===== config.mk =====
export PLATFORM = sky130hd
export DESIGN_NAME = sectioned_key_value_text_parser_flat
export DESIGN_NICKNAME = d
export VERILOG_FILES = /design/src/rtl/core/skv_pkg.sv /design/src/rtl/core/skv_if.sv /design/src/rtl/core/skv_cfg.sv /design/src/rtl/core/skv_dp.sv /design/src/rtl/core/skv_ctrl.sv /design/src/rtl/core/sectioned_key_value_text_parser.sv /design/src/flat_wrapper.sv
export SDC_FILE = /design/constraint.sdc
export NUM_CORES = 1
export LEC_CHECK = 0
export ABC_AREA = 0
export BUFFER_PORTS_ARGS = -buffer_cell sky130_fd_sc_hd__buf_2
export CAP_MARGIN = 0
export CORE_UTILIZATION = 40
export CTS_CLUSTER_SIZE = 8
export DETAILED_ROUTE_END_ITERATION = 7
export GPL_TIMING_DRIVEN = 0
export PLACE_DENSITY_LB_ADDON = 0.2
export SETUP_SLACK_MARGIN = 0.4
export SYNTH_ARGS = -nofsm -noshare
export SYNTH_HDL_FRONTEND = slang
export SYNTH_SLANG_ARGS = --single-unit
export TNS_END_PERCENT = 50

===== constraint.sdc =====
create_clock -name clk_i -period 3.1 [get_ports clk_i]
set_input_delay 0 -clock clk_i [delete_from_list [all_inputs] [get_ports clk_i]]
set_output_delay 0 -clock clk_i [all_outputs]
set_load 0.1 [all_outputs]

===== src/rtl/core/skv_pkg.sv =====
// shared types and constants of the sectioned key/value text parser
`default_nettype none

package skv_pkg;

  // kind of one output item
  typedef enum logic [1:0] {
    KIND_SECTION = 2'd0,
    KIND_KEY     = 2'd1,
    KIND_VALUE   = 2'd2,
    KIND_END     = 2'd3
  } kind_e;

  // configuration register indexes
  localparam logic [2:0] REG_SECTION_OPEN  = 3'd0;
  localparam logic [2:0] REG_SECTION_CLOSE = 3'd1;
  localparam logic [2:0] REG_KEY_OPEN      = 3'd2;
  localparam logic [2:0] REG_KV_SEPARATOR  = 3'd3;
  localparam logic [2:0] REG_RECORD_END    = 3'd4;

  localparam int unsigned ADDR_W = 5;

  typedef struct packed {
    logic [7:0] section_open;
    logic [7:0] section_close;
    logic [7:0] key_open;
    logic [7:0] key_value_separator;
    logic [7:0] record_end;
  } cfg_t;

  typedef struct packed {
    logic  clr_all;
    logic  clr_sec;
    logic  clr_key;
    logic  clr_val;
    logic  wr_sec;
    logic  wr_key;
    logic  wr_val;
    logic  idx_clr;
    logic  idx_inc;
    logic  out_load;
    kind_e sel;
    logic  out_err;
    logic  out_last;
  } cmd_t;

  typedef struct packed {
    logic hit_sec_open;
    logic hit_sec_close;
    logic hit_key_open;
    logic hit_kv_sep;
    logic hit_rec_end;
    logic sec_full;
    logic key_full;
    logic val_full;
    logic idx_end;
    logic out_free;
  } status_t;

endpackage

`default_nettype wire


===== src/rtl/core/skv_if.sv =====
// input and output channel interfaces of the parser
`default_nettype none

interface skv_in_if;
  logic       valid;
  logic       ready;
  logic       restart;
  logic [7:0] char_in;

  modport source (output valid, output restart, output char_in, input ready);
  modport sink (input valid, input restart, input char_in, output ready);
endinterface

interface skv_out_if;
  logic       valid;
  logic       ready;
  logic [1:0] item_kind;
  logic [7:0] char_out;
  logic       is_error;
  logic       last;

  modport source (output valid, output item_kind, output char_out, output is_error,
                  output last, input ready);
  modport sink (input valid, input item_kind, input char_out, input is_error,
                input last, output ready);
endinterface

`default_nettype wire


===== src/rtl/core/skv_cfg.sv =====
// apb register file holding the delimiter characters
`default_nettype none

module skv_cfg (
  input  wire logic                       clk_i,
  input  wire logic                       rst_ni,
  input  wire logic                       psel,
  input  wire logic                       penable,
  input  wire logic                       pwrite,
  input  wire logic [skv_pkg::ADDR_W-1:0] paddr,
  input  wire logic [31:0]                pwdata,
  output logic [31:0]                     prdata,
  output logic                            pready,
  output skv_pkg::cfg_t                   cfg_o
);
  import skv_pkg::*;

  cfg_t       cfg_q;
  logic [2:0] reg_idx;
  logic       wr_en;
  logic [7:0] rd_byte;

  assign reg_idx = paddr[ADDR_W-1:2];
  assign wr_en   = psel & penable & pwrite;
  assign pready  = 1'b1;

  always_ff @(posedge clk_i or negedge rst_ni) begin
    if (!rst_ni) begin
      cfg_q.section_open        <= 8'd91;
      cfg_q.section_close       <= 8'd93;
      cfg_q.key_open            <= 8'd46;
      cfg_q.key_value_separator <= 8'd61;
      cfg_q.record_end          <= 8'd10;
    end else if (wr_en) begin
      case (reg_idx)
        REG_SECTION_OPEN:  cfg_q.section_open        <= pwdata[7:0];
        REG_SECTION_CLOSE: cfg_q.section_close       <= pwdata[7:0];
        REG_KEY_OPEN:      cfg_q.key_open            <= pwdata[7:0];
        REG_KV_SEPARATOR:  cfg_q.key_value_separator <= pwdata[7:0];
        REG_RECORD_END:    cfg_q.record_end          <= pwdata[7:0];
        default: ;
      endcase
    end
  end

  always_comb begin
    case (reg_idx)
      REG_SECTION_OPEN:  rd_byte = cfg_q.section_open;
      REG_SECTION_CLOSE: rd_byte = cfg_q.section_close;
      REG_KEY_OPEN:      rd_byte = cfg_q.key_open;
      REG_KV_SEPARATOR:  rd_byte = cfg_q.key_value_separator;
      REG_RECORD_END:    rd_byte = cfg_q.record_end;
      default:           rd_byte = 8'd0;
    endcase
  end

  assign prdata = {24'd0, rd_byte};
  assign cfg_o  = cfg_q;

endmodule

`default_nettype wire


===== src/rtl/core/skv_dp.sv =====
// datapath: string stores, fill counts, replay index and output register
`default_nettype none

module skv_dp #(
  parameter int unsigned SECTION_CHARS = 16,
  parameter int unsigned KEY_CHARS     = 16,
  parameter int unsigned VALUE_CHARS   = 31
) (
  input  wire logic             clk_i,
  input  wire logic             rst_ni,
  input  wire skv_pkg::cfg_t    cfg_i,
  input  wire logic [7:0]       char_i,
  input  wire skv_pkg::cmd_t    cmd_i,
  output skv_pkg::status_t      status_o,
  output logic                  out_valid_o,
  input  wire logic             out_ready_i,
  output logic [1:0]            out_kind_o,
  output logic [7:0]            out_char_o,
  output logic                  out_err_o,
  output logic                  out_last_o
);
  import skv_pkg::*;

  localparam int unsigned SEC_CW = $clog2(SECTION_CHARS + 1);
  localparam int unsigned KEY_CW = $clog2(KEY_CHARS + 1);
  localparam int unsigned VAL_CW = $clog2(VALUE_CHARS + 1);
  localparam int unsigned SEC_AW = (SECTION_CHARS > 1) ? $clog2(SECTION_CHARS) : 1;
  localparam int unsigned KEY_AW = (KEY_CHARS > 1) ? $clog2(KEY_CHARS) : 1;
  localparam int unsigned VAL_AW = (VALUE_CHARS > 1) ? $clog2(VALUE_CHARS) : 1;
  localparam int unsigned IDX_A  = (SEC_CW > KEY_CW) ? SEC_CW : KEY_CW;
  localparam int unsigned IDX_W  = (IDX_A > VAL_CW) ? IDX_A : VAL_CW;

  logic [7:0] sec_mem [SECTION_CHARS];
  logic [7:0] key_mem [KEY_CHARS];
  logic [7:0] val_mem [VALUE_CHARS];

  logic [SEC_CW-1:0] sec_count_q;
  logic [KEY_CW-1:0] key_count_q;
  logic [VAL_CW-1:0] val_count_q;
  logic [IDX_W-1:0]  idx_q;

  logic       out_valid_q;
  logic [1:0] out_kind_q;
  logic [7:0] out_char_q;
  logic       out_err_q;
  logic       out_last_q;

  logic [IDX_W-1:0] sel_count;

  // store writes
  always_ff @(posedge clk_i) begin
    if (cmd_i.wr_sec) begin
      sec_mem[sec_count_q[SEC_AW-1:0]] <= char_i;
    end
    if (cmd_i.wr_key) begin
      key_mem[key_count_q[KEY_AW-1:0]] <= char_i;
    end
    if (cmd_i.wr_val) begin
      val_mem[val_count_q[VAL_AW-1:0]] <= char_i;
    end
  end

  always_ff @(posedge clk_i or negedge rst_ni) begin
    if (!rst_ni) begin
      sec_count_q <= '0;
      key_count_q <= '0;
      val_count_q <= '0;
      idx_q       <= '0;
    end else begin
      if (cmd_i.clr_all || cmd_i.clr_sec) begin
        sec_count_q <= '0;
      end else if (cmd_i.wr_sec) begin
        sec_count_q <= sec_count_q + 1'b1;
      end
      if (cmd_i.clr_all || cmd_i.clr_key) begin
        key_count_q <= '0;
      end else if (cmd_i.wr_key) begin
        key_count_q <= key_count_q + 1'b1;
      end
      if (cmd_i.clr_all || cmd_i.clr_val) begin
        val_count_q <= '0;
      end else if (cmd_i.wr_val) begin
        val_count_q <= val_count_q + 1'b1;
      end
      if (cmd_i.idx_clr) begin
        idx_q <= '0;
      end else if (cmd_i.idx_inc) begin
        idx_q <= idx_q + 1'b1;
      end
    end
  end

  always_ff @(posedge clk_i or negedge rst_ni) begin
    if (!rst_ni) begin
      out_valid_q <= 1'b0;
    end else if (cmd_i.out_load) begin
      out_valid_q <= 1'b1;
    end else if (out_ready_i) begin
      out_valid_q <= 1'b0;
    end
  end

  // registered store read at the replay index
  always_ff @(posedge clk_i) begin
    if (cmd_i.out_load) begin
      out_kind_q <= cmd_i.sel;
      out_err_q  <= cmd_i.out_err;
      out_last_q <= cmd_i.out_last;
      case (cmd_i.sel)
        KIND_SECTION: out_char_q <= sec_mem[idx_q[SEC_AW-1:0]];
        KIND_KEY:     out_char_q <= key_mem[idx_q[KEY_AW-1:0]];
        KIND_VALUE:   out_char_q <= val_mem[idx_q[VAL_AW-1:0]];
        default:      out_char_q <= 8'd0;
      endcase
    end
  end

  always_comb begin
    case (cmd_i.sel)
      KIND_SECTION: sel_count = IDX_W'(sec_count_q);
      KIND_KEY:     sel_count = IDX_W'(key_count_q);
      KIND_VALUE:   sel_count = IDX_W'(val_count_q);
      default:      sel_count = '0;
    endcase
  end

  always_comb begin
    status_o.hit_sec_open  = (char_i == cfg_i.section_open);
    status_o.hit_sec_close = (char_i == cfg_i.section_close);
    status_o.hit_key_open  = (char_i == cfg_i.key_open);
    status_o.hit_kv_sep    = (char_i == cfg_i.key_value_separator);
    status_o.hit_rec_end   = (char_i == cfg_i.record_end);
    status_o.sec_full      = (sec_count_q == SEC_CW'(SECTION_CHARS));
    status_o.key_full      = (key_count_q == KEY_CW'(KEY_CHARS));
    status_o.val_full      = (val_count_q == VAL_CW'(VALUE_CHARS));
    status_o.idx_end       = (idx_q == sel_count);
    status_o.out_free      = !out_valid_q || out_ready_i;
  end

  assign out_valid_o = out_valid_q;
  assign out_kind_o  = out_kind_q;
  assign out_char_o  = out_char_q;
  assign out_err_o   = out_err_q;
  assign out_last_o  = out_last_q;

endmodule

`default_nettype wire


===== src/rtl/core/skv_ctrl.sv =====
// controller: parse mode machine and record replay sequencer
`default_nettype none

module skv_ctrl (
  input  wire logic             clk_i,
  input  wire logic             rst_ni,
  input  wire logic             in_valid_i,
  input  wire logic             restart_i,
  output logic                  in_ready_o,
  input  wire skv_pkg::status_t status_i,
  output skv_pkg::cmd_t         cmd_o
);
  import skv_pkg::*;

  // sequencer states
  localparam logic [2:0] ST_IDLE = 3'd0;
  localparam logic [2:0] ST_SEC  = 3'd1;
  localparam logic [2:0] ST_KEY  = 3'd2;
  localparam logic [2:0] ST_VAL  = 3'd3;
  localparam logic [2:0] ST_END  = 3'd4;

  // parse modes
  localparam logic [2:0] MODE_SEARCH  = 3'd0;
  localparam logic [2:0] MODE_SECTION = 3'd1;
  localparam logic [2:0] MODE_KEY     = 3'd2;
  localparam logic [2:0] MODE_VALUE   = 3'd3;
  localparam logic [2:0] MODE_ERROR   = 3'd4;

  logic [2:0] state_q, state_d;
  logic [2:0] mode_q, mode_d;
  logic       accept;

  assign in_ready_o = (state_q == ST_IDLE) && status_i.out_free;
  assign accept     = in_valid_i && in_ready_o;

  always_ff @(posedge clk_i or negedge rst_ni) begin
    if (!rst_ni) begin
      state_q <= ST_IDLE;
      mode_q  <= MODE_SEARCH;
    end else begin
      state_q <= state_d;
      mode_q  <= mode_d;
    end
  end

  always_comb begin
    state_d = state_q;
    mode_d  = mode_q;
    cmd_o   = '0;
    cmd_o.sel = KIND_END;

    case (state_q)
      ST_IDLE: begin
        if (accept) begin
          if (restart_i) begin
            cmd_o.clr_all = 1'b1;
            mode_d        = MODE_SEARCH;
          end else begin
            case (mode_q)
              MODE_SEARCH: begin
                if (status_i.hit_sec_open) begin
                  cmd_o.clr_sec = 1'b1;
                  mode_d        = MODE_SECTION;
                end else if (status_i.hit_key_open) begin
                  mode_d = MODE_KEY;
                end
              end
              MODE_SECTION: begin
                if (status_i.hit_sec_close) begin
                  mode_d = MODE_SEARCH;
                end else if (status_i.sec_full) begin
                  cmd_o.out_load = 1'b1;
                  cmd_o.out_err  = 1'b1;
                  cmd_o.out_last = 1'b1;
                  mode_d         = MODE_ERROR;
                end else begin
                  cmd_o.wr_sec = 1'b1;
                end
              end
              MODE_KEY: begin
                if (status_i.hit_kv_sep) begin
                  mode_d = MODE_VALUE;
                end else if (status_i.hit_rec_end) begin
                  // key without value: replay with an empty value
                  cmd_o.clr_val = 1'b1;
                  cmd_o.idx_clr = 1'b1;
                  mode_d        = MODE_SEARCH;
                  state_d       = ST_SEC;
                end else if (status_i.key_full) begin
                  cmd_o.out_load = 1'b1;
                  cmd_o.out_err  = 1'b1;
                  cmd_o.out_last = 1'b1;
                  mode_d         = MODE_ERROR;
                end else begin
                  cmd_o.wr_key = 1'b1;
                end
              end
              MODE_VALUE: begin
                if (status_i.hit_rec_end) begin
                  cmd_o.idx_clr = 1'b1;
                  mode_d        = MODE_SEARCH;
                  state_d       = ST_SEC;
                end else if (status_i.val_full) begin
                  cmd_o.out_load = 1'b1;
                  cmd_o.out_err  = 1'b1;
                  cmd_o.out_last = 1'b1;
                  mode_d         = MODE_ERROR;
                end else begin
                  cmd_o.wr_val = 1'b1;
                end
              end
              default: begin
                mode_d = MODE_ERROR;
              end
            endcase
          end
        end
      end
      ST_SEC: begin
        cmd_o.sel = KIND_SECTION;
        if (status_i.idx_end) begin
          cmd_o.idx_clr = 1'b1;
          state_d       = ST_KEY;
        end else if (status_i.out_free) begin
          cmd_o.out_load = 1'b1;
          cmd_o.idx_inc  = 1'b1;
        end
      end
      ST_KEY: begin
        cmd_o.sel = KIND_KEY;
        if (status_i.idx_end) begin
          cmd_o.idx_clr = 1'b1;
          state_d       = ST_VAL;
        end else if (status_i.out_free) begin
          cmd_o.out_load = 1'b1;
          cmd_o.idx_inc  = 1'b1;
        end
      end
      ST_VAL: begin
        cmd_o.sel = KIND_VALUE;
        if (status_i.idx_end) begin
          cmd_o.idx_clr = 1'b1;
          state_d       = ST_END;
        end else if (status_i.out_free) begin
          cmd_o.out_load = 1'b1;
          cmd_o.idx_inc  = 1'b1;
        end
      end
      ST_END: begin
        cmd_o.sel = KIND_END;
        if (status_i.out_free) begin
          cmd_o.out_load = 1'b1;
          cmd_o.out_last = 1'b1;
          cmd_o.clr_key  = 1'b1;
          cmd_o.clr_val  = 1'b1;
          state_d        = ST_IDLE;
        end
      end
      default: begin
        state_d = ST_IDLE;
      end
    endcase
  end

endmodule

`default_nettype wire


===== src/rtl/core/sectioned_key_value_text_parser.sv =====
// Sectioned key/value text parser, top level.
// The in_i channel carries one text byte per beat (char_in) or a restart
// request; out_o carries the items of a finished record: section bytes, key
// bytes, value bytes, then one record-end item with last set. An overflowing
// store sends a single record-end item with is_error and last set, after
// which bytes are dropped until a restart beat.
// A record-end byte starts a replay, and the next beat is not taken until
// the replay is through: the replay sequencer reads the stores one byte per
// cycle, while the output register is free, through a single output register,
// and takes a separate step to switch from one store to the next.
// The first result item shows on out_o in the cycle after it is read.
// When the receiver stalls, the output register holds its item and the
// replay waits; input beats are not taken until the output register frees.
// Delimiters are set over the apb port (registers at byte offsets 0 to 16).
// Reset sets the delimiters to '[', ']', '.', '=' and newline, empties the
// stores and puts the parser in the search mode.
`default_nettype none

module sectioned_key_value_text_parser #(
  parameter int unsigned SECTION_CHARS = 16,
  parameter int unsigned KEY_CHARS     = 16,
  parameter int unsigned VALUE_CHARS   = 31
) (
  input  wire logic                       clk_i,
  input  wire logic                       rst_ni,
  skv_in_if.sink                          in_i,
  skv_out_if.source                       out_o,
  input  wire logic                       psel,
  input  wire logic                       penable,
  input  wire logic                       pwrite,
  input  wire logic [skv_pkg::ADDR_W-1:0] paddr,
  input  wire logic [31:0]                pwdata,
  output logic [31:0]                     prdata,
  output logic                            pready
);
  import skv_pkg::*;

  cfg_t    cfg;
  cmd_t    cmd;
  status_t status;
  logic    in_ready;

  skv_cfg u_cfg (
    .clk_i   (clk_i),
    .rst_ni  (rst_ni),
    .psel    (psel),
    .penable (penable),
    .pwrite  (pwrite),
    .paddr   (paddr),
    .pwdata  (pwdata),
    .prdata  (prdata),
    .pready  (pready),
    .cfg_o   (cfg)
  );

  skv_ctrl u_ctrl (
    .clk_i      (clk_i),
    .rst_ni     (rst_ni),
    .in_valid_i (in_i.valid),
    .restart_i  (in_i.restart),
    .in_ready_o (in_ready),
    .status_i   (status),
    .cmd_o      (cmd)
  );

  assign in_i.ready = in_ready;

  skv_dp #(
    .SECTION_CHARS (SECTION_CHARS),
    .KEY_CHARS     (KEY_CHARS),
    .VALUE_CHARS   (VALUE_CHARS)
  ) u_dp (
    .clk_i       (clk_i),
    .rst_ni      (rst_ni),
    .cfg_i       (cfg),
    .char_i      (in_i.char_in),
    .cmd_i       (cmd),
    .status_o    (status),
    .out_valid_o (out_o.valid),
    .out_ready_i (out_o.ready),
    .out_kind_o  (out_o.item_kind),
    .out_char_o  (out_o.char_out),
    .out_err_o   (out_o.is_error),
    .out_last_o  (out_o.last)
  );

endmodule

`default_nettype wire


===== src/flat_wrapper.sv =====
// flat-port wrapper written by rule: the top's interface ports become plain ports
module sectioned_key_value_text_parser_flat import skv_pkg::*;
#(
  parameter int unsigned SECTION_CHARS = 16,
  parameter int unsigned KEY_CHARS     = 16,
  parameter int unsigned VALUE_CHARS   = 31
)
  (clk_i, rst_ni, psel, penable, pwrite, paddr, pwdata, prdata, pready, in_i_valid, in_i_restart, in_i_char_in, in_i_ready, out_o_valid, out_o_item_kind, out_o_char_out, out_o_is_error, out_o_last, out_o_ready);
  skv_in_if in_i_i ();
  skv_out_if out_o_i ();
  input  wire logic clk_i;
  input  wire logic rst_ni;
  input  wire logic psel;
  input  wire logic penable;
  input  wire logic pwrite;
  input  wire logic [skv_pkg::ADDR_W-1:0] paddr;
  input  wire logic [31:0] pwdata;
  output logic [31:0] prdata;
  output logic pready;
  input wire logic [$bits(in_i_i.valid)-1:0] in_i_valid;
  input wire logic [$bits(in_i_i.restart)-1:0] in_i_restart;
  input wire logic [$bits(in_i_i.char_in)-1:0] in_i_char_in;
  output wire logic [$bits(in_i_i.ready)-1:0] in_i_ready;
  output wire logic [$bits(out_o_i.valid)-1:0] out_o_valid;
  output wire logic [$bits(out_o_i.item_kind)-1:0] out_o_item_kind;
  output wire logic [$bits(out_o_i.char_out)-1:0] out_o_char_out;
  output wire logic [$bits(out_o_i.is_error)-1:0] out_o_is_error;
  output wire logic [$bits(out_o_i.last)-1:0] out_o_last;
  input wire logic [$bits(out_o_i.ready)-1:0] out_o_ready;
  assign in_i_i.valid = in_i_valid;
  assign in_i_i.restart = in_i_restart;
  assign in_i_i.char_in = in_i_char_in;
  assign in_i_ready = in_i_i.ready;
  assign out_o_valid = out_o_i.valid;
  assign out_o_item_kind = out_o_i.item_kind;
  assign out_o_char_out = out_o_i.char_out;
  assign out_o_is_error = out_o_i.is_error;
  assign out_o_last = out_o_i.last;
  assign out_o_i.ready = out_o_ready;
  sectioned_key_value_text_parser #(.SECTION_CHARS(SECTION_CHARS), .KEY_CHARS(KEY_CHARS), .VALUE_CHARS(VALUE_CHARS)) u_core (.clk_i(clk_i), .rst_ni(rst_ni), .in_i(in_i_i), .out_o(out_o_i), .psel(psel), .penable(penable), .pwrite(pwrite), .paddr(paddr), .pwdata(pwdata), .prdata(prdata), .pready(pready));
endmodule

==> results.json <==
{
  "drt_iter0_markers": 1215,
  "area_growth_pct": 22.3,
  "synth_seq_cells": 583,
  "postSynthAreaPerCell_sq_um": 18.3,
  "grt_pass1_wl_mm": 90.4,
  "synth_edf_count": 516,
  "drive_above_1_share_pct": 35.4,
  "seqCellArea_sq_um": 17200,
  "cts-root-buf": "clkbuf_16",
  "yosysMostFrequentCell": "edfxtp_1",
  "grt-ovfl-total": 0,
  "final_max_slew_viol_count": 0,
  "setup_violations": 0,
  "netlist_area_sq_um": 24400,
  "cp.arrival_ns": 3.20,
  "max_freq_mhz": 358,
  "die_y_um": 249,
  "initial_core_util_pct": 40.5,
  "cts_tree": "yes",
  "grt_util_all_layers_pct": 20.1,
  "drtAntennaViolNets": 0,
  "synth.largest_area_cell": "edfxtp_1",
  "period_share_pct": 90.2,
  "dieArea_sq_um": 62100,
  "finalWirelength_mm": 61.4,
  "multiInputGateArea_sq_um": 7280,
  "fillers": 4956,
  "power_density_nw_per_um2": 600,
  "cts.path.max_buffers": 3,
  "synth_area_leaders": "edfxtp_1, mux4_2, dfrtp_1",
  "p_leak_nw": 9.87,
  "vias": 13300,
  "synth_top_flop_cell": "edfxtp_1",
  "rows": 90,
  "grt_max_degree": 65,
  "yosys.area.top_type_share_pct": 63.4,
  "synth_cells": 1338,
  "drc": 0,
  "pin_count": 100,
  "viasPerCell": 5.55,
  "grt_pass1_vias": 13600,
  "worst-path-max-fanout": 10,
  "dpl.hpwl_mm": 37.9,
  "antenna_found_initial": 1,
  "port_buffers": 47,
  "hp-class": "input port to flop",
  "first_pass_iters": 5,
  "fin_crit_ns": 2.80,
  "core_sq_um": 60400,
  "slew-limit-headroom_pct": 12.7,
  "cts.reportedPaths.clkPinSlew_ns": 0.05,
  "clock-sinks": 583,
  "diodes": 0,
  "gp_congestion": 0.891,
  "rsz0062_at_grt": "yes",
  "clk_latency_ns": 0.62,
  "cts_made_buffers": 82,
  "hold_ws_ns": -0.0218,
  "nets": 1644,
  "crit_type": "flop to flop",
  "cts_max_level": 3,
  "hold_viol_final": 8,
  "synth_commonest_cells": "edfxtp_1, mux4_2, nor2_1, a22oi_1, mux2_2",
  "ys_warn_count": 0,
  "violations": "hold timing",
  "die_w_um": 249,
  "fin_skew_ns": 0.0238,
  "crit_path_end_kind": "flop",
  "wire_per_inst_um": 25.6,
  "required_ns": 3.51,
  "outcome": "complete, but fails checks",
  "start_kind": "flop",
  "async_reset_ff_share_pct": 11.5,
  "ys_types": 62,
  "maxCapViolations": 0,
  "total_power_mw": 17.9,
  "tightest_slew_ns": 1.31,
  "tns_ns": 0,
  "yosysSeqAreaShare_pct": 70.4,
  "ir_worst_vdd_uv": 422
}
where the power goes:
part / internal [mW] / switching, mW / leakage [nW]
combinational: 0.344 / 0.648 / 3.31
clock: 4.89 / 3.20 / 1.10
sequential: 8.72 / 0.120 / 5.46
kinds of logic (layout without fill, tap and decap cells):
family | Yosys count | after routing | share of synthesized area (%)
muxes | 212 | 212 | 15.6
AOI/OAI and AO/OA | 145 | 145 | 3.99
adders and majority gates | 14 | 14 | 0.717
xor gates and xnor gates | 52 | 52 | 1.96
DFF | 583 | 583 | 70.4
buffers and inverters | 107 | 366 | 2.27
other | 2 | 25 | 0.0307
and+or+nand+nor | 223 | 223 | 5.00
flip-flops by register name (all words and copies together), names as in the netlist:
signal,count
u_core.u_cfg.cfg_o,40
u_core.u_ctrl.mode_q,3
u_core.u_ctrl.state_q,3
u_core.u_dp.idx_q,5
u_core.u_dp.key_count_q,5
u_core.u_dp.key_mem,128
u_core.u_dp.out_char_o,8
u_core.u_dp.out_err_o,1
u_core.u_dp.out_kind_o,2
u_core.u_dp.out_last_o,1
u_core.u_dp.out_valid_o,1
u_core.u_dp.sec_count_q,5
u_core.u_dp.sec_mem,128
u_core.u_dp.val_count_q,5
u_core.u_dp.val_mem,248
repair_timing:
action / CTS / global route
gates resized for setup: 145 / 47
hold endpoints to repair: 311 / 4
endpoints found under the setup margin: 517 / 531
setup buffers: 48 / 6
pin swaps: 33 / 6
hold buffers: 26 / 4
area by class of cell:
type	instances	area share (%)
multi-input combinational	671	24.4
clock buffer	122	7.44
timing repair buffer	132	4.75
inverter	12	0.151
tap	782	3.27
buffer	95	2.22
sequential	583	57.6
clock inverter	5	0.243
metrics by stage:
step                      hold slack, ns  setup slack, ns  cells  area [sq um]  util, %
final                            -0.0218            0.304   2402         29900     49.5
after global routing             0.00815            0.239   2402         29900     49.5
after CTS                        0.00180            0.248   2392         29600     49.1
after detailed placement          -0.178           -0.971   2191         25900     42.9
after global placement             0.289            -1.34   2190         25800     42.8
after floorplan                   -0.296            0.317   1361         24600        -
cells in the final DEF (no fill, tap or decap), types with 7 or more instances in the layout:
master / n
mux2_2: 49
o22ai_1: 12
o21ai_0: 18
a22oi_1: 44
clkbuf_2: 8
clkbuf_1: 57
a21oi_1: 32
dfrtp_1: 44
xnor2_1: 22
mux2i_1: 31
nor2_4: 32
buf_2: 46
and2_4: 10
edfxtp_1: 516
conb_1: 25
nor2_1: 38
buf_4: 75
dlygate4sd3_1: 24
buf_12: 31
inv_1: 12
buf_6: 16
nand3_1: 11
nand4_1: 7
ha_1: 14
mux4_2: 131
nand2_1: 32
xor2_1: 26
nor2b_1: 14
clkbuf_16: 83
dfstp_2: 21
final timing paths:
| kind | depth (start not counted) | startpoint | end | slack (ns) |
|---|---|---|---|---|
| max | 7 | u_core.u_dp.idx_q[3] | u_core.u_dp.out_char_o[3] | 0.30 |
| min | 1 | in_i_char_in[5] | u_core.u_dp.sec_mem[7][5] | -0.02 |
| max reg2reg | 7 | u_core.u_dp.idx_q[3] | u_core.u_dp.out_char_o[3] | 0.30 |
| min reg2reg | 1 | u_core.u_cfg.cfg_o[6] | u_core.u_cfg.cfg_o[6] | 0.55 |
| max in group asynchronous | 4 | rst_ni | u_core.u_cfg.cfg_o[11] | 2.06 |
| min in group asynchronous | 3 | rst_ni | u_core.u_cfg.cfg_o[0] | 0.38 |
critical path, stage by stage, from the launching register on:
cell and delay (ns):
dfrtp_1 0.42, clkbuf_1 0.49, and2_0 0.53, clkbuf_2 0.39, a22oi_1 0.23, a21oi_1 0.20
nor2_1 0.07, a21oi_1 0.26
routing by layer:
layer | track usage (%) | routed length, um | vias to the layer above | part of all wire (%)
met5 | 0 | 0 | - | 0
met4 | 7.13 | 2010 | 0 | 3.3
met3 | 3.96 | 3530 | 111 | 5.7
met2 | 31.6 | 29100 | 444 | 47
met1 | 27.9 | 26700 | 6956 | 44
li1 | - | - | 5819 | -
Note: power is estimated with default switching activity, not from simulation.
